## config.mk

```make
export PLATFORM = sky130hd
export DESIGN_NAME = kti_div
export DESIGN_NICKNAME = d
export VERILOG_FILES = /design/src/hdl/keyframe_track_interpolator_assert.svh /design/src/hdl/kti_pkg.sv /design/src/hdl/kti_div.sv
export SDC_FILE = /design/constraint.sdc
export NUM_CORES = 1
export LEC_CHECK = 0
export BUFFER_PORTS_ARGS = -buffer_cell sky130_fd_sc_hd__buf_4
export CAP_MARGIN = 20
export CORE_MARGIN = 1
export CORE_UTILIZATION = 55
export CTS_BUF_LIST = sky130_fd_sc_hd__clkbuf_4 sky130_fd_sc_hd__clkbuf_8 sky130_fd_sc_hd__clkbuf_16
export DETAILED_ROUTE_END_ITERATION = 8
export PLACE_DENSITY = 0.82
export SYNTH_ARGS = -nofsm -noshare
export SYNTH_HDL_FRONTEND = slang
export SYNTH_SLANG_ARGS = --single-unit
export TNS_END_PERCENT = 100
```

## constraint.sdc

```tcl
create_clock -name clk_i -period 7.43 [get_ports clk_i]
set_input_delay 0.3715 -clock clk_i [delete_from_list [all_inputs] [get_ports clk_i]]
set_output_delay 0.3715 -clock clk_i [all_outputs]
set_load 0.005 [all_outputs]
```

## src/hdl/keyframe_track_interpolator_assert.svh

```systemverilog
// Assertion macros for the keyframe track interpolator.
`ifndef KEYFRAME_TRACK_INTERPOLATOR_ASSERT_SVH
`define KEYFRAME_TRACK_INTERPOLATOR_ASSERT_SVH
`ifndef SYNTH
`define KTI_ASSERT(label, clk, rst_n, prop, msg) \
  label: assert property (@(posedge clk) disable iff (!rst_n) prop) else $error(msg);
`define KTI_ASSERT_NR(label, clk, prop, msg) \
  label: assert property (@(posedge clk) prop) else $error(msg);
`else
`define KTI_ASSERT(label, clk, rst_n, prop, msg)
`define KTI_ASSERT_NR(label, clk, prop, msg)
`endif
`endif

```

## src/hdl/kti_pkg.sv

```systemverilog
package kti_pkg;

  localparam int unsigned MaxFramesDef = 16;
  localparam logic [31:0] OneQ16 = 32'h0001_0000;
  localparam logic [63:0] IdQuat = 64'h4000_0000_0000_0000;

  typedef enum logic [1:0] {
    OP_LOAD   = 2'd0,
    OP_START  = 2'd1,
    OP_STOP   = 2'd2,
    OP_UPDATE = 2'd3
  } op_e;

  typedef enum logic [0:0] {
    CFG_LOOP  = 1'b0,
    CFG_COUNT = 1'b1
  } cfg_e;

  typedef struct packed {
    logic [1:0]  opcode;
    logic [3:0]  frame_index;
    logic [30:0] key_length;
    logic [31:0] in_trans_x;
    logic [31:0] in_trans_y;
    logic [31:0] in_trans_z;
    logic [31:0] in_scale_x;
    logic [31:0] in_scale_y;
    logic [31:0] in_scale_z;
    logic [63:0] in_rotation;
    logic [31:0] time_now;
  } in_beat_t;

  typedef struct packed {
    logic [31:0] out_trans_x;
    logic [31:0] out_trans_y;
    logic [31:0] out_trans_z;
    logic [31:0] out_scale_x;
    logic [31:0] out_scale_y;
    logic [31:0] out_scale_z;
    logic [63:0] out_rotation;
    logic [3:0]  out_frame;
  } out_beat_t;

  // One keyframe as stored in memory: duration, end time, pose.
  typedef struct packed {
    logic [31:0] dur;
    logic [31:0] kend;
    logic [31:0] tx;
    logic [31:0] ty;
    logic [31:0] tz;
    logic [31:0] sx;
    logic [31:0] sy;
    logic [31:0] sz;
    logic [63:0] rot;
  } key_t;

  // Request from the sequencer to the divider.
  typedef struct packed {
    logic        start;
    logic [47:0] dividend;
    logic [31:0] divisor;
  } div_req_t;

  typedef struct packed {
    logic        busy;
    logic        done;
    logic [47:0] quot;
    logic [31:0] rem;
  } div_rsp_t;

  typedef enum logic [3:0] {
    ST_IDLE,
    ST_LD_RD,
    ST_LD_WR,
    ST_UP_TOT,
    ST_UP_CHK,
    ST_UP_MOD,
    ST_UP_SRCH,
    ST_UP_CMP,
    ST_UP_PREV,
    ST_UP_PDIV,
    ST_UP_MUL,
    ST_UP_SUM,
    ST_OUT
  } state_e;

endpackage

```

## src/hdl/kti_div.sv

```systemverilog
// Restoring divider, one quotient bit per cycle.
module kti_div
  import kti_pkg::*;
(
  input  logic     clk_i,
  input  logic     rst_ni,
  input  div_req_t req_i,
  output div_rsp_t rsp_o
);

  logic [5:0]  cnt_q, cnt_d;
  logic        busy_q, busy_d, done_q, done_d;
  logic [47:0] quot_q, quot_d;
  logic [32:0] rem_q, rem_d;
  logic [31:0] dvs_q, dvs_d;
  logic [32:0] trial;

  always_comb begin
    cnt_d  = cnt_q;
    busy_d = busy_q;
    done_d = 1'b0;
    quot_d = quot_q;
    rem_d  = rem_q;
    dvs_d  = dvs_q;
    trial  = {rem_q[31:0], quot_q[47]};
    if (req_i.start) begin
      busy_d = 1'b1;
      cnt_d  = 6'd48;
      quot_d = req_i.dividend;
      rem_d  = '0;
      dvs_d  = req_i.divisor;
    end else if (busy_q) begin
      quot_d = {quot_q[46:0], 1'b0};
      if (trial >= {1'b0, dvs_q}) begin
        rem_d     = trial - {1'b0, dvs_q};
        quot_d[0] = 1'b1;
      end else begin
        rem_d = trial;
      end
      cnt_d = cnt_q - 6'd1;
      if (cnt_q == 6'd1) begin
        busy_d = 1'b0;
        done_d = 1'b1;
      end
    end
  end

  always_ff @(posedge clk_i or negedge rst_ni) begin
    if (!rst_ni) begin
      cnt_q  <= '0;
      busy_q <= 1'b0;
      done_q <= 1'b0;
    end else begin
      cnt_q  <= cnt_d;
      busy_q <= busy_d;
      done_q <= done_d;
    end
  end

  always_ff @(posedge clk_i) begin
    quot_q <= quot_d;
    rem_q  <= rem_d;
    dvs_q  <= dvs_d;
  end

  assign rsp_o.busy = busy_q;
  assign rsp_o.done = done_q;
  assign rsp_o.quot = quot_q;
  assign rsp_o.rem  = rem_q[31:0];

endmodule

```

==> After elaboration in Yosys (flattened, before gate mapping) <==
Cells that the tools add are included.
{ "word_totals": {"reg_bits": 120, "inputBits": 83, "out_inout_bits": 82, "elab_cells": 23} }
{ "op_classes": {"addsub": 2, "n_lt_le_gt_ge": 1, "n_eq_ne": 1, "muxes": 12, "reduce_logical": 1} }
{ "op_table": {"columns": ["operator", "n"], "rows": [
  ["$mux 48", 2],
  ["$ge 33x32->1", 1],
  ["$mux 32", 1],
  ["$sub 32x32->32", 1],
  ["$mux 6", 2],
  ["$mux 1", 7],
  ["$eq 6x1->1 const B", 1],
  ["$sub 6x1->6 const B", 1],
  ["$reduce_bool 2->1", 1]
]} }

==> Logic depth before layout (Yosys ltp) <==
{ "logic_depth": {"ltp_word": 4, "depth_mapped": 13, "ltp_nobuf": 12} }

==> Worst setup path after synthesis <==
OpenSTA, ideal clock, no wires.
{ "synth_path": {"path_type": "register to register", "start": "register rem_q[5]", "end": "register quot_q[0], data pin", "setup_time_ns": 0.260, "arrival_ns": 2.920, "required_ns": 7.170, "setup_slack_ns": 4.250, "stages_incl_launch_ff": 11, "n_path_buf": 0, "synth_period_minus_slack_ns": 3.180, "path_cell_list": "dfxtp_1 -> ha_1 -> a21oi_2 -> o32ai_2 -> a2111oi_4 -> o21bai_4 -> a2111oi_4 -> nor3_2 -> a211oi_4 -> nor2_2 -> mux2_2"} }
{ "synth_between": {"elab_chain_cells": 4} }
{ "synth_rtl": {"columns": ["element", "line_no", "rtl"], "rows": [
  ["start: declaration", "kti_div.sv:14", "logic [32:0] rem_q, rem_d;"],
  ["start signal: assignment", "kti_div.sv:62", "rem_q <= rem_d;"],
  ["$ge 33x32->1", "kti_div.sv:34", "if (trial >= {1'b0, dvs_q}) begin"],
  ["$mux 1", "kti_div.sv:34", null],
  ["$mux 48", "kti_div.sv:32", "end else if (busy_q) begin"],
  ["$mux 48", "kti_div.sv:26", "if (req_i.start) begin"],
  ["via quot_d[0]", "kti_div.sv:13", "logic [47:0] quot_q, quot_d;"],
  ["end signal: assignment", "kti_div.sv:61", "quot_q <= quot_d;"],
  ["end: declaration", "kti_div.sv:13", null]
]} }
The timed path passes the listed nets, and every way through them passes these cells. The select of a mux whose other input is x is not followed.
A chain may end at the register's enable or synchronous reset.

==> Worst setup path after layout <==
{ "layout_path": {"start": "register dvs_q[3]", "end": "register rem_q[6]"} }
{ "layout_between": {"elab_chain_cells": 2, "elab_cells_between_ends": 3, "cone_classes": "add/sub: 1; order compare: 1; mux: 1"} }
{ "layout_rtl": {"columns": ["element", "line_no", "rtl"], "rows": [
  ["start: declaration", "kti_div.sv:15", "logic [31:0] dvs_q, dvs_d;"],
  ["start signal: assignment", "kti_div.sv:63", "dvs_q <= dvs_d;"],
  ["$sub 32x32->32 / $ge 33x32->1 (equally long branches)", "kti_div.sv:35, kti_div.sv:34", null],
  ["$mux 32 (*)", "kti_div.sv:34", null]
]} }
Every way passes the cells marked *; elsewhere a longest branch is shown, timed or not.

==> flow_summary.ini <==
[run_status]
status = finished clean

[place]
portBuffers = 164
gp_congestion = 1.02
placed_area_mm2 = 0.00821
place_hpwl_um = 12400

[die]
die_w_um = 114
rows = 40
core_region_area_mm2 = 0.0121
initial_utilization_pct = 57.0
num_io_pins = 165
die-area_mm2 = 0.0130
die_h_um = 114

[drt]
vias = 5724
drc_errors = 0
wirelength_um = 18100
drt-initial-drc-count = 601
wl_per_cell_um = 18.5
first_pass_iters = 5
ant_nets = 0
via_per_inst = 5.88

[yosys]
ys_ff_latch = 120
synth_commonest_cells = edfxtp_1 (80), nor2_1 (67), mux2_2 (48)
synth_top_family_by_area = compound AO/OA/AOI/OAI gates
netlist-cell-type-count = 65
synth_edf_count = 80
synth_ff_type = edfxtp_1
synthSimpleGateAreaFrac_pct = 13.4
netlist_top_cells_area = edfxtp_1 (35%), dfxtp_1 (9.3%), mux2_2 (7.8%)
yosysWarnings = 0
synth_top_area_share_pct = 34.8
synth.mux.area_fraction_pct = 7.83
synth_area_mm2 = 0.00691
synthCells = 642
yosysMostFrequentCell = edfxtp_1
synth_fa_ha_area_share_pct = 6.45
synth-compound-area-share_pct = 16.9
syn_avg_cell_area_um2 = 10.8
async_flop_share_pct = 6.67
syn-num-nets = 760
synthXorXnorAreaFrac_pct = 3.81
yosysTopAreaCell = edfxtp_1
ys_seq_area_share_pct = 47.0

[sta]
relSlewSlack_pct = 34.4
period_minus_slack_ns = 4.08
setup_viol = 0
fin_crit_sh_pct = 54.9
hold_viol = 0
finalMaxSlewViolations = 0
fin_skew_ns = 0.00747
tightest_slew_ns = 0.984
max_freq_ghz = 0.245
tns_ns = 0
rsz0062_at_grt = false

[clocking]
htree_levels = 4
clock-sinks = 120
clock_path_buffers = 2
cts-root-buf = clkbuf_16
cts_made_buffers = 17
cts_tree = yes
clock_latency_ns = 0.42
clkTransAtPathRegs_ns = 0.06
cts_setup_buffers = 0

[pwr]
combPwrFrac_pct = 42.7
p_int_mw = 1.98
netSwitchingPower_mw = 1.18
p_per_area_mw_per_mm2 = 357
clkPwrFrac_pct = 26.9
p_total_mw = 3.16
seqPwrFrac_pct = 30.3
switching_share_pct = 37.3
leakagePower_nw = 3.92
ir_drop_mv = 0.189

[critical_path]
critPathCaptureType = flop
slowest_stage = a211o_1
cp.required_ns = 7.73
critPathBufInv = 1
crit_chain = inv_1, ha_1, nand3_1, a211oi_1, a2111oi_4, o21bai_4, a2111oi_4, nor3_2, a211o_1, nand2_1, a2111oi_1
path_max_fanout = 23
worst_setup_path_start_kind = flop
r2r_end = rem_q[6]
crit_arrival_ns = 4.38
rrSetupSlack_ns = 3.35
crit_top_cell = a2111oi_4
slowest_delay_ns = 0.77
crit_family = compound AO/OA/AOI/OAI gates
r2r_cells = 11
r2r-start = dvs_q[3]
worstSetupPathType = flop to flop

[layout]
stdcell_area_mm2 = 0.00886
drive_above_1_share_pct = 34.4
antenna_cells = 0
synthToLayoutAreaGrowth_pct = 28.2
nets = 911

[min_path]
hold_class = input port to flop
hold_path_startpoint = req_i[26]
whs_path_depth = 1
holdPathEnd = dvs_q[26]

[global_routing]
grt_start_max_net_pins = 70
antenna_found_initial = 0
grtUsageTotal_pct = 28.9
overflow = 0
grt_pass1_vias = 5840
grt_pass1_wl_um = 29000

[job]
cap_violations = 0
-- metal layers --
layer / GRT usage [%] / wire length [um]
met1: 33.9 / 7140
met2: 49.8 / 9260
met3: 8.79 / 1370
met4: 10.7 / 279
met5: 0 / 0
-- power groups by stage --
stage                     sequential (mW)  combinational [mW]  clock, mW
after floorplan                     0.952               0.890          0
after detailed placement            0.967                1.28          0
final                               0.959                1.35      0.851
after global routing                0.975                1.46      0.887
after CTS                           0.958                1.29      0.862
after global placement              0.959                1.25          0
-- stage by stage --
step           hold WS, ns  cells  utilization [%]  setup slack [ns]
6_report             0.124    974             73.1              3.35
3_3_place_gp         0.193    940             67.8              3.24
3_5_place_dp         0.194    940             67.8              3.13
4_1_cts              0.109    973             72.9              3.08
5_1_grt              0.108    974             73.1              2.98
2_1_floorplan       0.0759    642                -              4.25
-- flip-flops by register name, indices dropped and copies added (netlist names) --
signal,flops
quot_q,48
busy_q,1
dvs_q,32
done_q,1
cnt_q,6
rem_q,32
-- cells in the final DEF (no fill, tap or decap), types with 6 or more instances in the layout --
| master | count |
|---|---|
| buf_4 | 168 |
| edfxtp_1 | 80 |
| nor2_1 | 67 |
| mux2_2 | 48 |
| inv_1 | 41 |
| ha_1 | 34 |
| nand2_1 | 32 |
| dfxtp_1 | 32 |
| a21oi_1 | 27 |
| xnor2_1 | 22 |
| nand3_1 | 19 |
| a21o_1 | 18 |
| clkbuf_16 | 17 |
| o21ai_0 | 13 |
| nor3_1 | 11 |
| o21ai_1 | 11 |
| a311oi_2 | 11 |
| nand4_1 | 10 |
| nor4_1 | 10 |
| xor2_1 | 8 |
| and3_1 | 7 |
| dfrtp_1 | 7 |
| a211oi_1 | 6 |
| o311a_1 | 6 |
-- kinds of logic after synthesis --
| logic type | count (synthesis) |
|---|---|
| buffers and inverters | 80 |
| flip-flops | 120 |
| multiplexers | 48 |
| adder cells (fa/ha/maj) | 35 |
| AND/OR/NAND/NOR | 188 |
| AO/OA/AOI/OAI | 141 |
| XOR/XNOR | 30 |
-- worst max path at each step --
stage                end  slack, ns  depth (start not counted)  startpoint
2_1_floorplan  quot_q[0]       4.25                         10    rem_q[5]
3_3_place_gp   quot_q[0]       3.24                         10    rem_q[1]
3_5_place_dp   quot_q[0]       3.13                         10    rem_q[1]
4_1_cts        quot_q[0]       3.08                         11    dvs_q[2]
5_1_grt         rem_q[6]       2.98                         11    dvs_q[3]
6_report        rem_q[6]       3.35                         11    dvs_q[3]
-- what timing repair did --
item | 4_1_cts | 5_1_grt
hold buffers | 1 | 0
endpoints found under the hold margin | 8 | 0
gates resized for setup | 0 | 0
-- area by class of cell --
cell class | count | area [um^2]
multi-input cells | 442 | 3340
inverters | 42 | 158
well taps | 168 | 210
clock inverters | 13 | 168
clock buffers | 19 | 440
fillers | 838 | 3260
flip-flops and latches | 120 | 3240
repair buffers | 170 | 1300
(Power assumes the default switching activity.)
